<file path="src/sv/newton_square_root_assert.svh">
// ----------------------------------------------------------------------------
// newton_square_root assertion macros
// Concurrent check helpers, empty under synthesis.
// ----------------------------------------------------------------------------
`ifndef NEWTON_SQUARE_ROOT_ASSERT_SVH
`define NEWTON_SQUARE_ROOT_ASSERT_SVH

`ifndef SYNTHESIS
`define NSR_ASSERT_IMPLY(label, clk, rst_n, a, b) \
	label: assert property (@(posedge clk) disable iff (!(rst_n)) (a) |-> (b)) \
		else $error("nsr: implication check failed");
`define NSR_ASSERT_NEXT(label, clk, rst_n, a, b) \
	label: assert property (@(posedge clk) disable iff (!(rst_n)) (a) |=> (b)) \
		else $error("nsr: next-cycle check failed");
`else
`define NSR_ASSERT_IMPLY(label, clk, rst_n, a, b)
`define NSR_ASSERT_NEXT(label, clk, rst_n, a, b)
`endif

`endif

</file>
<file path="src/sv/nsr_pkg.sv">
// ----------------------------------------------------------------------------
// nsr_pkg
// Shared widths, defaults and result type of the square root block.
// ----------------------------------------------------------------------------
package nsr_pkg;

	localparam int IN_W               = 32;
	localparam int ROOT_W             = 25;
	localparam int TOL_W              = 8;
	localparam int MAX_ITERATIONS_DEF = 48;
	localparam int FRAC_BITS_DEF      = 16;
	localparam int ROOT_MAX           = 16777215;

	localparam logic [TOL_W-1:0] TOL_RESET = 8'd1;

	typedef struct packed {
		logic [ROOT_W-1:0] root;
		logic              neg;
		logic              conv;
	} nsr_result_t;

endpackage

</file>
<file path="src/sv/nsr_div.sv">
// ----------------------------------------------------------------------------
// nsr_div
// Restoring unsigned divider, one quotient bit per cycle.
// ----------------------------------------------------------------------------
module nsr_div #(
	parameter int WIDTH = 47
) (
	input  logic             clk,
	input  logic             arst_n,
	input  logic             start,
	input  logic [WIDTH-1:0] dividend,
	input  logic [WIDTH-1:0] divisor,
	output logic             done,
	output logic [WIDTH-1:0] quotient
);

	localparam int CW = $clog2(WIDTH + 1);

	logic [WIDTH-1:0] quo_q;
	logic [WIDTH-1:0] rem_q;
	logic [WIDTH-1:0] dvs_q;
	logic [CW-1:0]    cnt_q;
	logic             busy_q;
	logic             done_q;

	logic [WIDTH:0]   trial;
	logic [WIDTH:0]   diff;
	logic             fits;

	assign trial = {rem_q, quo_q[WIDTH-1]};
	assign diff  = trial - {1'b0, dvs_q};
	assign fits  = (trial >= {1'b0, dvs_q});

	always_ff @(posedge clk or negedge arst_n) begin
		if (!arst_n) begin
			busy_q <= 1'b0;
			done_q <= 1'b0;
			cnt_q  <= '0;
		end else begin
			done_q <= 1'b0;
			if (start) begin
				busy_q <= 1'b1;
				cnt_q  <= CW'(WIDTH);
			end else if (busy_q) begin
				cnt_q <= cnt_q - CW'(1);
				if (cnt_q == CW'(1)) begin
					busy_q <= 1'b0;
					done_q <= 1'b1;
				end
			end
		end
	end

	always_ff @(posedge clk) begin
		if (start) begin
			quo_q <= dividend;
			rem_q <= '0;
			dvs_q <= divisor;
		end else if (busy_q) begin
			quo_q <= {quo_q[WIDTH-2:0], fits};
			rem_q <= fits ? diff[WIDTH-1:0] : trial[WIDTH-1:0];
		end
	end

	assign done     = done_q;
	assign quotient = quo_q;

endmodule

</file>
<file path="src/sv/nsr_iter.sv">
// ----------------------------------------------------------------------------
// nsr_iter
// Newton step sequencer around the serial divider.
// ----------------------------------------------------------------------------
module nsr_iter #(
	parameter int MAX_ITERATIONS = nsr_pkg::MAX_ITERATIONS_DEF,
	parameter int FRAC_BITS      = nsr_pkg::FRAC_BITS_DEF
) (
	input  logic                      clk,
	input  logic                      arst_n,
	input  logic                      start,
	input  logic [nsr_pkg::IN_W-1:0]  x_value,
	input  logic [nsr_pkg::TOL_W-1:0] tol,
	output logic                      ready,
	output logic                      res_valid,
	input  logic                      res_take,
	output nsr_pkg::nsr_result_t      result
);

	import nsr_pkg::*;

	localparam int DW = IN_W - 1 + FRAC_BITS;
	localparam int SW = $clog2(MAX_ITERATIONS + 1);
	localparam logic [ROOT_W-1:0] NegRoot = ROOT_W'(0) - (ROOT_W'(1) << FRAC_BITS);

	typedef enum logic [2:0] {
		ST_IDLE,
		ST_DIV,
		ST_UPD,
		ST_CHK,
		ST_DONE
	} state_t;

	state_t        state_q;
	logic [DW-1:0] scaled_q;
	logic [DW-1:0] e0_q;
	logic [DW-1:0] e1_q;
	logic [SW-1:0] steps_q;
	logic          div_start_q;
	nsr_result_t   res_q;

	logic          div_done;
	logic [DW-1:0] quo;
	logic [DW-1:0] divisor;
	logic [DW:0]   sum;
	logic [DW-1:0] delta;
	logic [DW-1:0] root_sat;

	assign divisor  = (e0_q == '0) ? DW'(1) : e0_q;
	assign sum      = {1'b0, e0_q} + {1'b0, quo};
	assign delta    = (e1_q > e0_q) ? (e1_q - e0_q) : (e0_q - e1_q);
	assign root_sat = (e1_q > DW'(ROOT_MAX)) ? DW'(ROOT_MAX) : e1_q;

	nsr_div #(
		.WIDTH(DW)
	) u_div (
		.clk     (clk),
		.arst_n  (arst_n),
		.start   (div_start_q),
		.dividend(scaled_q),
		.divisor (divisor),
		.done    (div_done),
		.quotient(quo)
	);

	always_ff @(posedge clk or negedge arst_n) begin
		if (!arst_n) begin
			state_q     <= ST_IDLE;
			div_start_q <= 1'b0;
			steps_q     <= '0;
			scaled_q    <= '0;
			e0_q        <= '0;
			e1_q        <= '0;
			res_q       <= '0;
		end else begin
			div_start_q <= 1'b0;
			unique case (state_q)
				ST_IDLE: begin
					if (start) begin
						if (x_value[IN_W-1]) begin
							res_q   <= '{root: NegRoot, neg: 1'b1, conv: 1'b1};
							state_q <= ST_DONE;
						end else if (x_value == '0) begin
							res_q   <= '{root: '0, neg: 1'b0, conv: 1'b1};
							state_q <= ST_DONE;
						end else begin
							scaled_q    <= DW'(x_value[IN_W-2:0]) << FRAC_BITS;
							e0_q        <= DW'(x_value[IN_W-2:0]);
							steps_q     <= SW'(1);
							div_start_q <= 1'b1;
							state_q     <= ST_DIV;
						end
					end
				end
				ST_DIV: begin
					if (div_done) begin
						state_q <= ST_UPD;
					end
				end
				ST_UPD: begin
					e1_q    <= sum[DW:1];
					state_q <= ST_CHK;
				end
				ST_CHK: begin
					if (delta <= DW'(tol)) begin
						res_q   <= '{root: root_sat[ROOT_W-1:0], neg: 1'b0, conv: 1'b1};
						state_q <= ST_DONE;
					end else if (steps_q >= SW'(MAX_ITERATIONS)) begin
						res_q   <= '{root: root_sat[ROOT_W-1:0], neg: 1'b0, conv: 1'b0};
						state_q <= ST_DONE;
					end else begin
						e0_q        <= e1_q;
						steps_q     <= steps_q + SW'(1);
						div_start_q <= 1'b1;
						state_q     <= ST_DIV;
					end
				end
				ST_DONE: begin
					if (res_take) begin
						state_q <= ST_IDLE;
					end
				end
				default: begin
					state_q <= ST_IDLE;
				end
			endcase
		end
	end

	assign ready     = (state_q == ST_IDLE);
	assign res_valid = (state_q == ST_DONE);
	assign result    = res_q;

endmodule

</file>
<file path="src/sv/newton_square_root.sv">
// ----------------------------------------------------------------------------
// newton_square_root
// Fixed-point square root by Newton-Raphson with a bit-serial divider.
// ----------------------------------------------------------------------------
//  channel  | handshake            | word
//  ---------+----------------------+-------------------------------------------
//  in       | in_valid / in_stall  | x_value
//  out      | out_valid / out_stall| root_value, negative_input, converged
//  cfg      | cfg_valid / cfg_ready| stop_tolerance
//
//  Negative and zero operands go from idle straight to the done state and then
//  to the output register. Other operands run up to MAX_ITERATIONS Newton
//  steps, each through the one-bit-per-cycle divider. One item is in work at
//  a time; the next is taken while a finished word waits in the output
//  register. Reset sets tolerance to 1.
// ----------------------------------------------------------------------------
module newton_square_root #(
	parameter int MAX_ITERATIONS = nsr_pkg::MAX_ITERATIONS_DEF,
	parameter int FRAC_BITS      = nsr_pkg::FRAC_BITS_DEF
) (
	input  logic                             clk,
	input  logic                             arst_n,
	input  logic                             in_valid,
	output logic                             in_stall,
	input  logic signed [nsr_pkg::IN_W-1:0]  x_value,
	output logic                             out_valid,
	input  logic                             out_stall,
	output logic signed [nsr_pkg::ROOT_W-1:0] root_value,
	output logic                             negative_input,
	output logic                             converged,
	input  logic                             cfg_valid,
	output logic                             cfg_ready,
	input  logic [nsr_pkg::TOL_W-1:0]        stop_tolerance
);

	import nsr_pkg::*;

	`include "newton_square_root_assert.svh"

	localparam logic [ROOT_W-1:0] NegRoot = ROOT_W'(0) - (ROOT_W'(1) << FRAC_BITS);

	logic [TOL_W-1:0] tol_q;
	logic             out_valid_q;
	nsr_result_t      out_q;

	logic             iter_ready;
	logic             res_valid;
	logic             res_take;
	nsr_result_t      result;

	assign cfg_ready = 1'b1;
	assign in_stall  = !iter_ready;
	assign res_take  = res_valid && (!out_valid_q || !out_stall);

	nsr_iter #(
		.MAX_ITERATIONS(MAX_ITERATIONS),
		.FRAC_BITS     (FRAC_BITS)
	) u_iter (
		.clk      (clk),
		.arst_n   (arst_n),
		.start    (in_valid && iter_ready),
		.x_value  (x_value),
		.tol      (tol_q),
		.ready    (iter_ready),
		.res_valid(res_valid),
		.res_take (res_take),
		.result   (result)
	);

	always_ff @(posedge clk or negedge arst_n) begin
		if (!arst_n) begin
			tol_q       <= TOL_RESET;
			out_valid_q <= 1'b0;
		end else begin
			if (cfg_valid) begin
				tol_q <= stop_tolerance;
			end
			if (res_take) begin
				out_valid_q <= 1'b1;
			end else if (!out_stall) begin
				out_valid_q <= 1'b0;
			end
		end
	end

	always_ff @(posedge clk) begin
		if (res_take) begin
			out_q <= result;
		end
	end

	assign out_valid      = out_valid_q;
	assign root_value     = out_q.root;
	assign negative_input = out_q.neg;
	assign converged      = out_q.conv;

	`NSR_ASSERT_NEXT(a_busy_after_accept, clk, arst_n, in_valid && !in_stall, in_stall)
	`NSR_ASSERT_IMPLY(a_neg_word, clk, arst_n, out_valid && negative_input, root_value == NegRoot && converged)
	`NSR_ASSERT_IMPLY(a_capped_not_neg, clk, arst_n, out_valid && !converged, !negative_input)
	`NSR_ASSERT_IMPLY(a_root_sign, clk, arst_n, out_valid && !negative_input, !root_value[ROOT_W-1])

endmodule

</file>
<file path="config.mk">
export PLATFORM = sky130hd
export DESIGN_NAME = newton_square_root
export DESIGN_NICKNAME = d
export VERILOG_FILES = /design/src/sv/nsr_pkg.sv /design/src/sv/nsr_div.sv /design/src/sv/nsr_iter.sv /design/src/sv/newton_square_root.sv
export VERILOG_INCLUDE_DIRS = /design/src /design/src/sv
export SDC_FILE = /design/constraint.sdc
export NUM_CORES = 1
export LEC_CHECK = 0
export BUFFER_PORTS_ARGS = -buffer_cell sky130_fd_sc_hd__buf_4
export CAP_MARGIN = 20
export CORE_ASPECT_RATIO = 0.7
export CORE_MARGIN = 2
export CORE_UTILIZATION = 50
export DETAILED_ROUTE_END_ITERATION = 6
export GPL_TIMING_DRIVEN = 0
export PLACE_DENSITY_LB_ADDON = 0.2
export SETUP_SLACK_MARGIN = 0.4
export SYNTH_ARGS = -nofsm -noshare
export SYNTH_HDL_FRONTEND = slang
export SYNTH_HIERARCHICAL = 1
export SYNTH_SLANG_ARGS = --single-unit
</file>
<file path="constraint.sdc">
create_clock -name clk -period 8.2 [get_ports clk]
set_input_delay 0.82 -clock clk [delete_from_list [all_inputs] [get_ports clk]]
set_output_delay 0.82 -clock clk [all_outputs]
set_load 0.005 [all_outputs]
</file>
======== Word-level counts from Yosys, hierarchy flattened ========
Index checks and enable logic that the tools add are counted.
cells by class
  multipliers ............................. 0
  $lt $le $gt $ge ......................... 5
  mux-type cells .......................... 47
  divide/modulo/power cells ............... 0
  bitwise gates (word level) .............. 2
  equality and inequality tests ........... 15
  reductions and logical operators ........ 15
  add/subtract/negate cells ............... 6
  shift operators ......................... 0
operators with widths
  operator                count
  $mux W47                9
  $sub A47 B47 Y47        3
  $mux W27                5
  $pmux W47 S2            1
  $pmux W27 S2            1
  $add A47 B47 Y48        1
  $ge A48 B47 Y1          1
  $gt A47 B24 Y1 const B  1
  $gt A47 B47 Y1          1
  $le A47 B8 Y1           1
  $logic_not A47 Y1       1
  $mux W6                 7
  $logic_not A32 Y1       1
  $mux W25                1
  $mux W3                 7
  $pmux W3 S5             1
  $mux W1                 13
  $pmux W6 S2             1
  $ne A2 B2 Y1 const B    5
  $reduce_and A4 Y1       2
  $add A6 B1 Y6 const B   1
  $eq A3 B2 Y1 const B    2
  $eq A6 B1 Y1 const B    1
  $ge A6 B6 Y1 const B    1
  15 further kinds        22
word-level totals
  register bits ........................... 347
  bits in read-only memories .............. 0
  bits in latches ......................... 0
  memories kept ........................... 0
  bits in writable memories ............... 0
  bits of input ports ..................... 45

======== Depth between registers and ports, before layout ========
Gate-level depths: netlist of run 1.
  depth after elaboration ................. 5
  mapped depth ............................ 33

======== Hierarchy ========
The synthesis of run 1 kept the hierarchy.
by module, submodules not included
  module              area an instance (µm²)  times used  seq. area each (µm²)  cells an instance
  nsr_iter            15297.2                 1           4053.9                2000
  nsr_div             8732.1                  1           3963.8                890
  newton_square_root  1204.9                  1           1037.2                51

======== Worst setup path after synthesis of run 1 ========
Ideal clock, no wire load.
  kind .................................... register to register
  start point ............................. register u_iter.e0_q[21]
  end point ............................... register u_iter.e0_q[27]
  cell stages (with the launch flop) ...... 33
  clock period less this slack ............ 5.950 ns
  setup time .............................. 0.125 ns
  data arrival time ....................... 5.825 ns
  slack ................................... 2.250 ns
  path through ............................ dfrtp_1 inv_1 ha_1 buf_2 nand2_1 nor4_1 and2_1 o211a_1 o21ai_1 buf_4 nand2_1 clkbuf_1 buf_1 nor3b_1 a31oi_1 nand2_1 nand3_1 o2bb2ai_1 a21oi_1 xnor2_1 ha_1 nand4_1 o221ai_1 a21oi_1 a21oi_1 nand4b_1 or4_4 nor4_4 a31oi_1 or2_1 buf_2 buf_6 mux2_4
between the ends
  longest elaborated chain between the ends .. 5
  elaborated cells between the ends (all ways) .. 7
RTL lines
  item                                                       line             RTL
  start, declared                                            nsr_iter.sv:36   logic [DW-1:0] e0_q;
  start signal, assigned                                     nsr_iter.sv:88   e0_q <= DW'(x_value[IN_W-2:0]);
  start signal, assigned                                     nsr_iter.sv:112  e0_q <= e1_q;
  $sub A47 B47 Y47 / $gt A47 B47 Y1 (equally long branches)  nsr_iter.sv:51   assign delta = (e1_q > e0_q) ? (e1_q - e0_q) : (e0_q - e1_q);
  $mux W47 (*)                                               nsr_iter.sv:51
  $le A47 B8 Y1 (*)                                          nsr_iter.sv:105  if (delta <= DW'(tol)) begin
  $ne A2 B2 Y1 (no source line) (*)                          -
  $reduce_and A6 Y1 (no source line) (*)                     -
Mark *: on every way between the ends. The rest lies on a longest branch, timed or not.
A chain may end at the register's enable or synchronous reset.

======== Worst setup path in the final report of run 1 ========
  start point ............................. register u_iter.e0_q[45]
  end point ............................... register u_iter.e0_q[5]
The elaborated chain is that of the path after synthesis.

==> results_dict.tcl, run 1 <==
set metrics [dict create \
    cts_max_level 2 \
    worstPathArrival_ps 8000 \
    cts-root-buf "clkbuf_16" \
    ys_seq_area_frac 0.359 \
    cp_max_fo 10 \
    die-area_um2 52300 \
    finalNonFillerCells 3773 \
    routabilityCongestion 1.08 \
    critPathCaptureType "register" \
    top_layer "met4" \
    max_slew_margin 0.156 \
    dp_slack_ps -325 \
    max_freq_ghz 0.132 \
    grt_pass1_vias 22200 \
    r2r_setup_slack_ps 630 \
    cp-start-kind "register" \
    ctsHoldBuffers 0 \
    die_w_um 273 \
    vias 24300 \
    clock_sinks 347 \
    final-setup-viol-count 0 \
    synth_edf_count 121 \
    final_common_cell "nand2_1" \
    wl_met1_um 46300 \
    crit_required_ps 8630 \
    wl_met2_um 34300 \
    numCtsBuffers 37 \
    start_util 0.509 \
    rsz0062_at_grt "false" \
    maxSlewViolCount 0 \
    die_y_um 192 \
    ys_ff_latch 347 \
    synth_area_um2 25200 \
    ys_types 95 \
    ys_warn_count 6 \
    fill_cells 4579 \
    clk_latency_ps 590 \
    syn_area_per_cell_um2 8.58 \
    antenna_found_initial 0 \
    synth_cells 2941 \
    hold_viol 0 \
    maxCapViolations 0 \
    drive_gt1_frac 0.118 \
    fp-row-count 68 \
    path_clk_slew_ps 60 \
    hold_path_class "in -> async" \
    mostFrequentLayoutCells "nand2_1 (371), a21oi_1 (226), inv_1 (208), o21ai_0 (203), ha_1 (197)" \
    grt_max_degree 115 \
    dp_cells 3697 \
    track_usage 0.366 \
    outcome "complete, no violations" \
    post-route-min-period_ps 7570 \
    hpwl_um 77800 \
    multi_input_area_um2 14700 \
    cts_max_path_buffers 3 \
    async_reset_ff_frac 0.516 \
    cts_tree "yes" \
    first_iter_violations 3631 \
    via_per_inst 6.44 \
    finish.net_count 3325 \
    setup_ws_ps 630 \
    totalWireLength_um 96500 \
    core_um2 49600 \
    met3_length_um 14100 \
    ys.flop_type "dfrtp_1" \
    drt-wirelength-per-cell_um 25.6 \
    r2r-end "u_iter/e0_q[5]" \
    syn_to_final_growth_pct 11.7 \
    finalCritPeriodShare 0.923 \
    overflow 0 \
    fin_skew_ps 34.2 \
    cpPeakStageDelay_ps 520 \
    path_class "reg -> reg" \
    r2r_start "u_iter/e0_q[45]" \
    r2r_cells 32 \
    io_pins 75 \
    grt_pass1_wl_um 143000 \
    num_antenna_cells 0 \
    layout.area.seq_um2 9100 \
    worst_pin_slew_ps 1260 \
    dr.pass1.iters 6 \
    cp_slowest_cell "dfrtp_1" \
    final_antenna_net_count 0 \
    port_buffers 72 \
    remaining_drc_errors 0 \
]
## routing by layer
metal,vias to the layer above,GRT usage
met1,11800,0.599
met3,123,0.113
li1,10900,-
met2,1453,0.455
met5,-,0
met4,0,0.0719
## per-stage QoR
stage                     utilization  hold slack [ps]  TNS [ps]  instance area [um2]
after floorplan                     -              425         0                25300
after global placement          0.538              431    -19430                26700
after detailed placement        0.540              430     -6710                26800
after CTS                       0.566              203         0                28100
after global routing            0.568              219         0                28200
final                           0.568              176         0                28200
## what timing repair did
action	in CTS	in global routing
setup buffers	0	8
pin swaps	0	6
resized for setup	25	30
endpoints found under the setup margin	82	83
## worst max-delay path by stage
| stage | startpoint | end | depth (start not counted) |
|---|---|---|---|
| finish | u_iter/e0_q[45] | u_iter/e0_q[5] | 32 |
| global route | u_iter/e0_q[16] | u_iter/result[12] | 34 |
| CTS | u_iter/e0_q[5] | u_iter/result[15] | 33 |
| detailed placement | u_iter/e0_q[1] | u_iter/e0_q[4] | 30 |
| global placement | u_iter/e0_q[1] | u_iter/e0_q[2] | 30 |
| floorplan | u_iter/e0_q[21] | u_iter/e0_q[27] | 32 |
## flip-flops by register name, indices dropped and copies added (netlist names), 3 cells and up
| signal | cells |
|---|---|
| u_iter/e0_q | 47 |
| u_iter/e1_q | 47 |
| u_iter/u_div/dvs_q | 47 |
| u_iter/u_div/quotient | 47 |
| u_iter/u_div/rem_q | 47 |
| u_iter/scaled_q | 31 |
| u_iter/result | 27 |
| root_value | 25 |
| tol_q | 8 |
| u_iter/steps_q | 6 |
| u_iter/u_div/cnt_q | 6 |
| u_iter/state_q | 3 |
## cells by family after synthesis
family / Yosys count / share of synthesized area
AOI/OAI and AO/OA: 885 / 0.229
and+or+nand+nor: 919 / 0.171
buffers and inverters: 398 / 0.0649
muxes: 80 / 0.0367
other: 2 / 0.000298
xor gates and xnor gates: 109 / 0.0378
adders and majority gates: 201 / 0.101
DFF: 347 / 0.359
## synthesized netlist by cell type, drive strengths merged (22+ instances only)
cell type  instances  area, um2
o21bai            22        165
xor2              42        368
mux2              65        777
nor3              58        317
clkbuf           113        425
inv              210        788
nor4              43        290
nand4             56        369
nor2             193        724
a211oi            24        180
a31oi             35        234
xnor2             67        587
o221ai            25        219
a21oi            228       1150
o211ai            30        230
nand3             66        330
nand2            372       1400
o21a              31        233
a21o              89        668
dfrtp            178       4450
ha               197       2460
dfxtp             47        941
buf               75        424
o21ai            211       1060
o31ai             27        203
a311oi            31        272
edfxtp           121       3630
## worst max-delay path, delay by kind of cell (launching register included)
kind                     cells  cell delay, ps
AND/OR/NAND/NOR             14            3330
buffers and inverters        7            1650
AO/OA/AOI/OAI                8            1200
adder cells (fa/ha/maj)      2             600
flip-flops                   1             520
XOR/XNOR                     1             100
## final cells by class
type                    instances  area share
clock buffers                  44      0.0348
plain buffers                 188      0.0304
well taps                     665      0.0295
clock inverters                24     0.00963
flip-flops and latches        347       0.323
multi-input cells            2211       0.520
inverters                     210      0.0280
repair buffers                 84      0.0249
Power of run 1 is left out: the tool's default activity adds up to more than one toggle a clock period on the data nets, which glitch-free logic cannot reach.
==> run 2, diff against run 1 <==
- CTS_BUF_LIST: default -> sky130_fd_sc_hd__clkbuf_4
==> run 2 against run 1 <==
Net effect:
- via count grew 1.7%
- cell area is essentially flat
- sequential share of layout area is essentially flat
- non-clock buffer count grew 1
- die area is the same
- core utilization is essentially flat
- wire length grew 0.56%
- hold slack lost 8.9 ps
- critical path type unchanged
- critical endpoint is now u_iter/result[15]
==> results_dict.tcl, run 2 (synthesized netlist as in run 1, its figures left out) <==
set metrics [dict create \
    first_iter_violations 3626 \
    syn_to_final_growth_pct 11.7 \
    cts_max_path_buffers 3 \
    io_pins 75 \
    clock_sinks 347 \
    worst_pin_slew_ps 1250 \
    cts_tree "yes" \
    start_util 0.509 \
    crit_required_ps 9000 \
    cts_max_level 3 \
    rsz0062_at_grt "false" \
    drt-wirelength-per-cell_um 25.1 \
    remaining_drc_errors 0 \
    final_antenna_net_count 0 \
    clk_latency_ps 880 \
    cts-root-buf "clkbuf_4" \
    critPathCaptureType "register" \
    cpMostUsedCell "buf_2" \
    antenna_found_initial 5 \
    totalWireLength_um 97100 \
    path_class "reg -> reg" \
    die_y_um 192 \
    cpPeakStageDelay_ps 550 \
    fp-row-count 68 \
    overflow 0 \
    finish.net_count 3376 \
    hpwl_um 77800 \
    path_clk_slew_ps 70 \
    outcome "complete, no violations" \
    fin_skew_ps 45.1 \
    grt_pass1_wl_um 143000 \
    cp_max_fo 10 \
    vias 24700 \
    mostFrequentLayoutCells "nand2_1 (371), a21oi_1 (226), inv_1 (208), o21ai_0 (203), ha_1 (197)" \
    finalCritPeriodShare 0.920 \
    r2r_start "u_iter/e0_q[45]" \
    grt_max_degree 115 \
    worstPathArrival_ps 8350 \
    maxCapViolations 0 \
    via_per_inst 6.38 \
    fill_cells 4623 \
    max_slew_margin 0.167 \
    final_common_cell "nand2_1" \
    hold_path_class "in -> reg" \
    die_w_um 273 \
    die-area_um2 52300 \
    track_usage 0.369 \
    post-route-min-period_ps 7540 \
    hold_viol 0 \
    dp_cells 3697 \
    hp-start "out_stall" \
    maxSlewViolCount 0 \
    cp_slowest_cell "dfrtp_1" \
    drive_gt1_frac 0.140 \
    finalNonFillerCells 3872 \
    max_freq_ghz 0.133 \
    cp-start-kind "register" \
    core_um2 49600 \
    numCtsBuffers 87 \
    port_buffers 72 \
    dr.pass1.iters 6 \
    final-setup-viol-count 0 \
    worstSetupStartpoint "u_iter/e0_q[45]" \
    routabilityCongestion 1.08 \
    grt_pass1_vias 22700 \
]
run 2: cell types whose count changed in the layout (fill, tap and decap cells not counted), moves of 2 or more:
cell,delta
clkbuf_1,-4
clkbuf_16,-37
clkbuf_4,+136
clkbuf_8,-3
clkinv_1,+13
clkinv_2,-4
clkinv_4,-2
dfrtp_1,+4
dfrtp_2,-4
diode_2,+4
run 2: final cells by class:
| type | count | area, um2 | share of cell area |
|---|---|---|---|
| antenna | 4 | 10.0 | 0.000355 |
| buffer | 188 | 856 | 0.0304 |
| clock buffer | 136 | 1020 | 0.0362 |
| clock inverter | 26 | 191 | 0.00679 |
| inverter | 210 | 788 | 0.0280 |
| multi-input combinational | 2211 | 14700 | 0.521 |
| sequential | 347 | 9090 | 0.323 |
| tap | 665 | 832 | 0.0295 |
| timing repair buffer | 85 | 713 | 0.0253 |
run 2: what timing repair did:
action / in CTS / in global routing
buffers inserted: 0 / 8
hold endpoints to repair: 65 / 0
pin swaps: 1 / 7
setup endpoints to repair: 82 / 83
resized for setup: 24 / 28
hold buffers: 1 / 0
run 2: per-stage QoR:
stage                     hold slack [ps]   util  instance area (um2)  setup slack [ps]  setup TNS, ps
after CTS                             111  0.565                28000               407              0
after floorplan                       425      -                25300              2250              0
after global placement                431  0.538                26700              -507         -19430
after global routing                 92.7  0.568                28200               469              0
final                                 167  0.568                28200               655              0
after detailed placement              430  0.540                26800              -325          -6710
run 2: critical path, delay by kind of cell (launching register included):
| kind | cells | cell delay [ps] |
|---|---|---|
| AND/OR/NAND/NOR | 13 | 2860 |
| buffers and inverters | 9 | 1990 |
| AO/OA/AOI/OAI | 9 | 1350 |
| adder cells (fa/ha/maj) | 2 | 600 |
| flip-flops | 1 | 550 |
| XOR/XNOR | 1 | 100 |
run 2: final timing paths:
| path | to | slack (ps) | cells past startpoint |
|---|---|---|---|
| max | u_iter/result[15] | 660 | 34 |
| min | out_valid | 170 | 2 |
| max reg2reg | u_iter/result[15] | 660 | 34 |
| min reg2reg | root_value[13] | 440 | 0 |
| max in group asynchronous | u_iter/e0_q[39] | 6590 | 3 |
| min in group asynchronous | u_iter/scaled_q[21] | 460 | 2 |
run 2: layer usage:
layer | track usage | routed length, um
met3 | 0.134 | 15100
met5 | 0 | 50
met2 | 0.450 | 34100
met4 | 0.0835 | 2050
met1 | 0.594 | 45800
Power of run 2 is left out for the same reason.
